**src/hw/rtl/cpt_div.sv**
```systemverilog
// Pipelined unsigned restoring divider, one quotient bit per stage, fraction-scaled.
module cpt_div #(
   parameter int NUM_W = 32,
   parameter int QUO_W = 17
) (
   input  logic             clock,
   input  logic             en,
   input  logic [NUM_W-1:0] num,
   input  logic [NUM_W-1:0] den,
   output logic [QUO_W-1:0] quo
);
   localparam int RW = NUM_W + QUO_W - 1;

   logic [RW-1:0]    rem_ff [QUO_W];
   logic [NUM_W-1:0] den_ff [QUO_W];
   logic [QUO_W-1:0] quo_ff [QUO_W];

   for (genvar i = 0; i < QUO_W; i++) begin : g_step
      logic [RW-1:0]    rem_cur;
      logic [RW-1:0]    sub_cur;
      logic [NUM_W-1:0] den_cur;
      logic [QUO_W-1:0] quo_cur;

      if (i == 0) begin : g_first
         assign rem_cur = RW'(num) << (QUO_W - 1);
         assign den_cur = den;
         assign quo_cur = '0;
      end else begin : g_next
         assign rem_cur = rem_ff[i-1];
         assign den_cur = den_ff[i-1];
         assign quo_cur = quo_ff[i-1];
      end

      assign sub_cur = RW'(den_cur) << (QUO_W - 1 - i);

      always_ff @(posedge clock) begin
         if (en) begin
            den_ff[i] <= den_cur;
            if (rem_cur >= sub_cur) begin
               rem_ff[i] <= rem_cur - sub_cur;
               quo_ff[i] <= quo_cur | (QUO_W'(1) << (QUO_W - 1 - i));
            end else begin
               rem_ff[i] <= rem_cur;
               quo_ff[i] <= quo_cur;
            end
         end
      end
   end

   assign quo = quo_ff[QUO_W-1];

endmodule

```
**config.mk**
```make
export PLATFORM = sky130hd
export DESIGN_NAME = cpt_div
export DESIGN_NICKNAME = d
export VERILOG_FILES = /design/src/hw/rtl/cpt_div.sv
export SDC_FILE = /design/constraint.sdc
export NUM_CORES = 2
export LEC_CHECK = 0
export ABC_AREA = 0
export BUFFER_PORTS_ARGS = -buffer_cell sky130_fd_sc_hd__buf_2
export CAP_MARGIN = 0
export CORE_MARGIN = 5
export CORE_UTILIZATION = 45
export DETAILED_ROUTE_END_ITERATION = 12
export GPL_TIMING_DRIVEN = 0
export PLACE_DENSITY = 0.57
export SLEW_MARGIN = 20
export SYNTH_ARGS = -nofsm -noshare
export SYNTH_HDL_FRONTEND = slang
export SYNTH_SLANG_ARGS = --single-unit
```
**constraint.sdc**
```tcl
create_clock -name clock -period 4.7 [get_ports clock]
set_input_delay 0.94 -clock clock [delete_from_list [all_inputs] [get_ports clock]]
set_output_delay 0.94 -clock clock [all_outputs]
set_load 0.05 [all_outputs]
```
# Yosys cells after proc, flatten, opt, wreduce, memory -nomap -nowiden
# Memories as Yosys holds them, arrays and structs flattened.
# Cells that the tools add are included.
# W data, S select, Z words.
[word_totals]
ram_bits = 1649
word_cells = 209
mem_count = 3
register_bits = 0
[op_classes]
bitwise = 34
add_sub_neg = 17
magnitude_cmp = 17
muxes = 138
[mem_list]
columns = ["name", "words", "width", "rd", "rd_clocked_by_memory_dff", "wr", "line_no", "source"]
rows = [
  ["rem_ff", 17, 48, 16, 0, 17, "14", "logic [RW-1:0] rem_ff [QUO_W];"],
  ["den_ff", 17, 32, 16, 0, 17, "15", "logic [NUM_W-1:0] den_ff [QUO_W];"],
  ["quo_ff", 17, 17, 17, 0, 17, "16", "logic [QUO_W-1:0] quo_ff [QUO_W];"],
]
[ops]
columns = ["op", "n"]
rows = [
  ["$mux W48", 17],
  ["$mux W17", 17],
  ["$mux W1", 104],
  ["$ge A48 B32 Y1", 1],
  ["$ge A48 B33 Y1", 1],
  ["$ge A48 B34 Y1", 1],
  ["$ge A48 B35 Y1", 1],
  ["$ge A48 B36 Y1", 1],
  ["$ge A48 B37 Y1", 1],
  ["$ge A48 B38 Y1", 1],
  ["$ge A48 B39 Y1", 1],
  ["$ge A48 B40 Y1", 1],
  ["$ge A48 B41 Y1", 1],
  ["$ge A48 B42 Y1", 1],
  ["$ge A48 B43 Y1", 1],
  ["$ge A48 B44 Y1", 1],
  ["$ge A48 B45 Y1", 1],
  ["$ge A48 B46 Y1", 1],
  ["$ge A48 B47 Y1", 1],
  ["$ge A48 B48 Y1", 1],
  ["$sub A48 B32 Y48", 1],
  ["$sub A48 B33 Y48", 1],
  ["$sub A48 B34 Y48", 1],
  ["$sub A48 B35 Y48", 1],
  ["14 further kinds", 47],
]

# Depth between registers and ports, before layout
# An unclocked memory read counts as a cell.
[depth]
ltp_word = 6
ltp_mapped = 16

# Least setup slack after synthesis
# Ideal clock, no wire load.
[synth_timing]
kind = "input -> register"
from = "input port num[0]"
to = "memory rem_ff[0][19] (netlist bit), data pin"
t_arrival_ps = 3741
setup_ps = 260
required_time_ps = 4440
slack_ps = 699
path_stages = 16
path_buffers = 2
cell_sequence = "inv_1 -> ha_1 -> inv_1 -> fa_1 -> a21o_1 -> a21oi_2 -> o221ai_1 -> a21oi_2 -> o21a_1 -> nand2_1 -> a21oi_1 -> o21ai_1 -> a2111o_1 -> buf_2 -> buf_2 -> mux2_2"
[synth_lines]
columns = ["element", "line_no", "source"]
rows = [
  ["start: declaration", "8", "input logic [NUM_W-1:0] num,"],
  ["end: declaration", "14", ""],
]

==> metrics.md <==
| Metric | Value |
|---|---|
| Status | `complete, but fails checks` |
| Failing checks | `setup timing` |
| Clk_lat worst skew | `0.81 ns` |
| Crit path top cell by count | `a21oi_1` |
| Synthesis-to-finish area growth | `11.85%` |
| Crit-path max cell delay | `0.71 ns` |
| Max-slew violations | `0` |
| Drt wl/cell | `21.73 um` |
| Synth Net Count | `7816` |
| Rows | `151` |
| Worst path required time | `5.19 ns` |
| Drt total wl | `212.8 mm` |
| Leak | `0.03415 uW` |
| Placer Congestion | `1.008` |
| Synth warnings | `0` |
| Final period utilization | `100.3%` |
| Die ar. | `0.1782 mm^2` |
| Highest Clock Rate | `0.2121 GHz` |
| Critical Path Source Type | `flip-flop` |
| Vias in the first global route | `58680` |
| Reg2Reg Launch Point | `den_ff[0][423]` |
| Post-route DRC | `0` |
| Mapped cell area | `0.07644 mm^2` |
| Most common cell after layout, fill and taps aside | `edfxtp_1` |
| CTS H-tree lvls | `4` |
| Dpl ws | `-1.243 ns` |
| Post-layout net count | `8077` |
| Drt initial violations | `2531` |
| Fin crit period | `4.715 ns` |
| # clock sinks | `1297` |
| CP arrival | `5.20 ns` |
| Post-synth EDFFs | `1297` |
| Die X | `422.1 um` |
| Hold EP | `den_ff[0][26]` |
| #FFs+latches synth | `1297` |
| Family with the most delay on the worst path | `compound AO/OA/AOI/OAI gates` |
| CORE AREA | `0.1691 mm^2` |
| Worst hold-check path type | `in2reg` |
| Reg2reg path depth | `11` |
| First-pass GRT wire length | `325.0 mm` |
| Relative slew slack | `21.28%` |
| Largest net degree at the start of global routing | `89` |
| Synthesized netlist cell count | `7191` |
| Post-synthesis sequential area ratio | `50.95%` |
| Aggregate global routing overflow | `0` |
| Max stage delay cell, worst path | `clkbuf_1` |
| Critical Path End Type | `flip-flop` |
| Fraction of registers with async set/reset | `0%` |
| Die H | `422.1 um` |
| Reg2reg end | `rem_ff[14][13]` |
| Starting Density | `45.20%` |
| Area of placed instances | `0.08026 mm^2` |
| Via count | `53970` |
| FF-to-FF setup slack | `-0.02 ns` |
| Final instance area | `0.08550 mm^2` |
| Synthesized area per cell | `10.63 um^2` |
| CTS tree | `built` |
| Peak VDD IR | `0.3711 mV` |
| Final Worst Setup Slack | `-0.01534 ns` |
| Final Hold Fails | `0` |
| Worst-path fanout max | `10` |
| Total CTS buffers | `155` |
| Hold WS | `0.3151 ns` |
| Clk slew on worst S/H paths | `0.06 ns` |
| First-pass detailed-route iteration total | `6` |
| Pwr dens | `621.9 mW/mm^2` |
| HP Start | `den[26]` |
| Share of layout cells above drive strength 1 | `8.166%` |
| Vias per cell | `5.512` |
| Initial antenna violation count | `2` |
| Critical path class | `reg2reg` |
| Total track usage | `23.73%` |
| CP bufs+invs | `3` |
| # setup viols final | `1` |
| Setup_tns | `-0.01534 ns` |
| Critical path cell sequence | `inv_1 > ha_1 > nand4_1 > a21oi_1 > o31a_2 > o21ai_1 > o221a_2 > o31ai_2 > clkbuf_2 > clkbuf_1 > a21oi_1` |
| Worst path depth | `11` |
| RSZ-0062 raised after global routing | `no` |
| Worst Hold Depth | `1` |
| IO Port Bufs | `82` |
| Final ANT Viol Nets | `0` |
| CTS root buf | `clkbuf_16` |
| MaxCap Viol Count | `0` |
| Post-DP HPWL | `172.7 mm` |
| Worst slew pin tran | `1.172 ns` |
| Most frequent cells in the layout | `1297 x edfxtp_1, 684 x nand2_1, 667 x inv_1` |
| Final core utilization | `50.56%` |
| Top FF cell, synth | `edfxtp_1` |
| # IOs | `83` |
| Synth cell types | `105` |
| Clock Skew | `0.03886 ns` |
| Buffers from clock root to sink, at most | `3` |
## Yosys cell counts (all sizes together) (30+ instances only)
library cell / n / share of area (%)
nor3: 111 / 0.73
buf: 64 / 0.44
edfxtp: 1297 / 51
nand4: 95 / 0.79
and3: 51 / 0.42
or3: 40 / 0.33
and2: 30 / 0.25
xnor2: 293 / 3.4
nor2: 393 / 1.9
a31oi: 66 / 0.55
mux2: 107 / 1.6
a21oi: 518 / 3.4
nor2b: 70 / 0.57
o21bai: 65 / 0.64
inv: 669 / 3.3
nand3: 129 / 0.84
nand2b: 74 / 0.61
o31ai: 38 / 0.40
clkbuf: 145 / 0.72
o21a: 72 / 0.71
xor2: 257 / 2.9
a211oi: 45 / 0.46
o21ai: 602 / 3.9
a211o: 30 / 0.34
ha: 543 / 8.9
nand2: 685 / 3.4
a21o: 294 / 2.9
nor4: 51 / 0.43
## what timing repair did
action	CTS	global route
setup endpoints to repair	140	43
resized for setup	17	8
hold buffers	0	0
buffers inserted	0	0
## power by group
group | leakage (uW) | total [uW] | switching (uW) | internal, uW
Combinational | 0.0191 | 22400 | 13300 | 9120
Sequential | 0.0125 | 18600 | 1710 | 16900
Clock | 0.00248 | 12100 | 4910 | 7200
Total | 0.0341 | 53200 | 19900 | 33200
## kinds of logic after synthesis
logic type | Yosys count | synth area share [%]
flops | 1297 | 50.95
mux | 113 | 1.655
xor+xnor | 550 | 6.302
fa+ha+maj | 559 | 9.307
buf+inv | 878 | 4.438
compound gates | 1947 | 15.89
simple gates | 1847 | 11.45
## worst max path at each step
stage	start	to
after floorplan	num[0]	rem_ff[0][19]
after global placement	en	rem_ff[9][39]
after detailed placement	en	rem_ff[9][39]
after CTS	rem_ff[1][26]	rem_ff[2][35]
after global routing	rem_ff[6][23]	rem_ff[7][39]
final	den_ff[0][423]	rem_ff[14][13]
## flip-flops by register name, summed over array words and instances (netlist names)
name,count
rem_ff,632
den_ff,512
quo_ff,153
## cell type report
type,count,area (um^2)
Clock inverter,94,1177
Multi-Input combinational cell,5016,34200
Timing Repair Buffer,105,953.4
Clock buffer,179,3969
Buffer,208,949.7
Tap cell,2218,2775
Sequential cell,1297,38950
Inverter,669,2511
Fill cell,15230,83600
Antenna cell,6,15.01
## layer usage
| metal | vias to the layer above | track usage (%) | share of wire (%) |
|---|---|---|---|
| met5 | - | 0 | 0 |
| li1 | 26760 | - | - |
| met2 | 1098 | 49.70 | 58 |
| met3 | 635 | 2.647 | 2.4 |
| met1 | 25480 | 19.08 | 30 |
| met4 | 0 | 19.18 | 9.5 |
## worst register-to-register path, stage by stage (launching register included)
cell and delay [ns]:
edfxtp_1 0.36, inv_1 0.06, ha_1 0.39, nand4_1 0.56, a21oi_1 0.46, o31a_2 0.28, o21ai_1 0.19, o221a_2 0.38
o31ai_2 0.38, clkbuf_2 0.46, clkbuf_1 0.71, a21oi_1 0.18
## metrics by stage
| stage | std cells | power, uW |
|---|---|---|
| after floorplan | 7191 | 34880 |
| after global placement | 9491 | 40980 |
| after detailed placement | 9514 | 41100 |
| after CTS | 9787 | 53430 |
| after global routing | 9790 | 56830 |
| final | 9792 | 53170 |
Note: power is estimated with default switching activity, not from simulation.
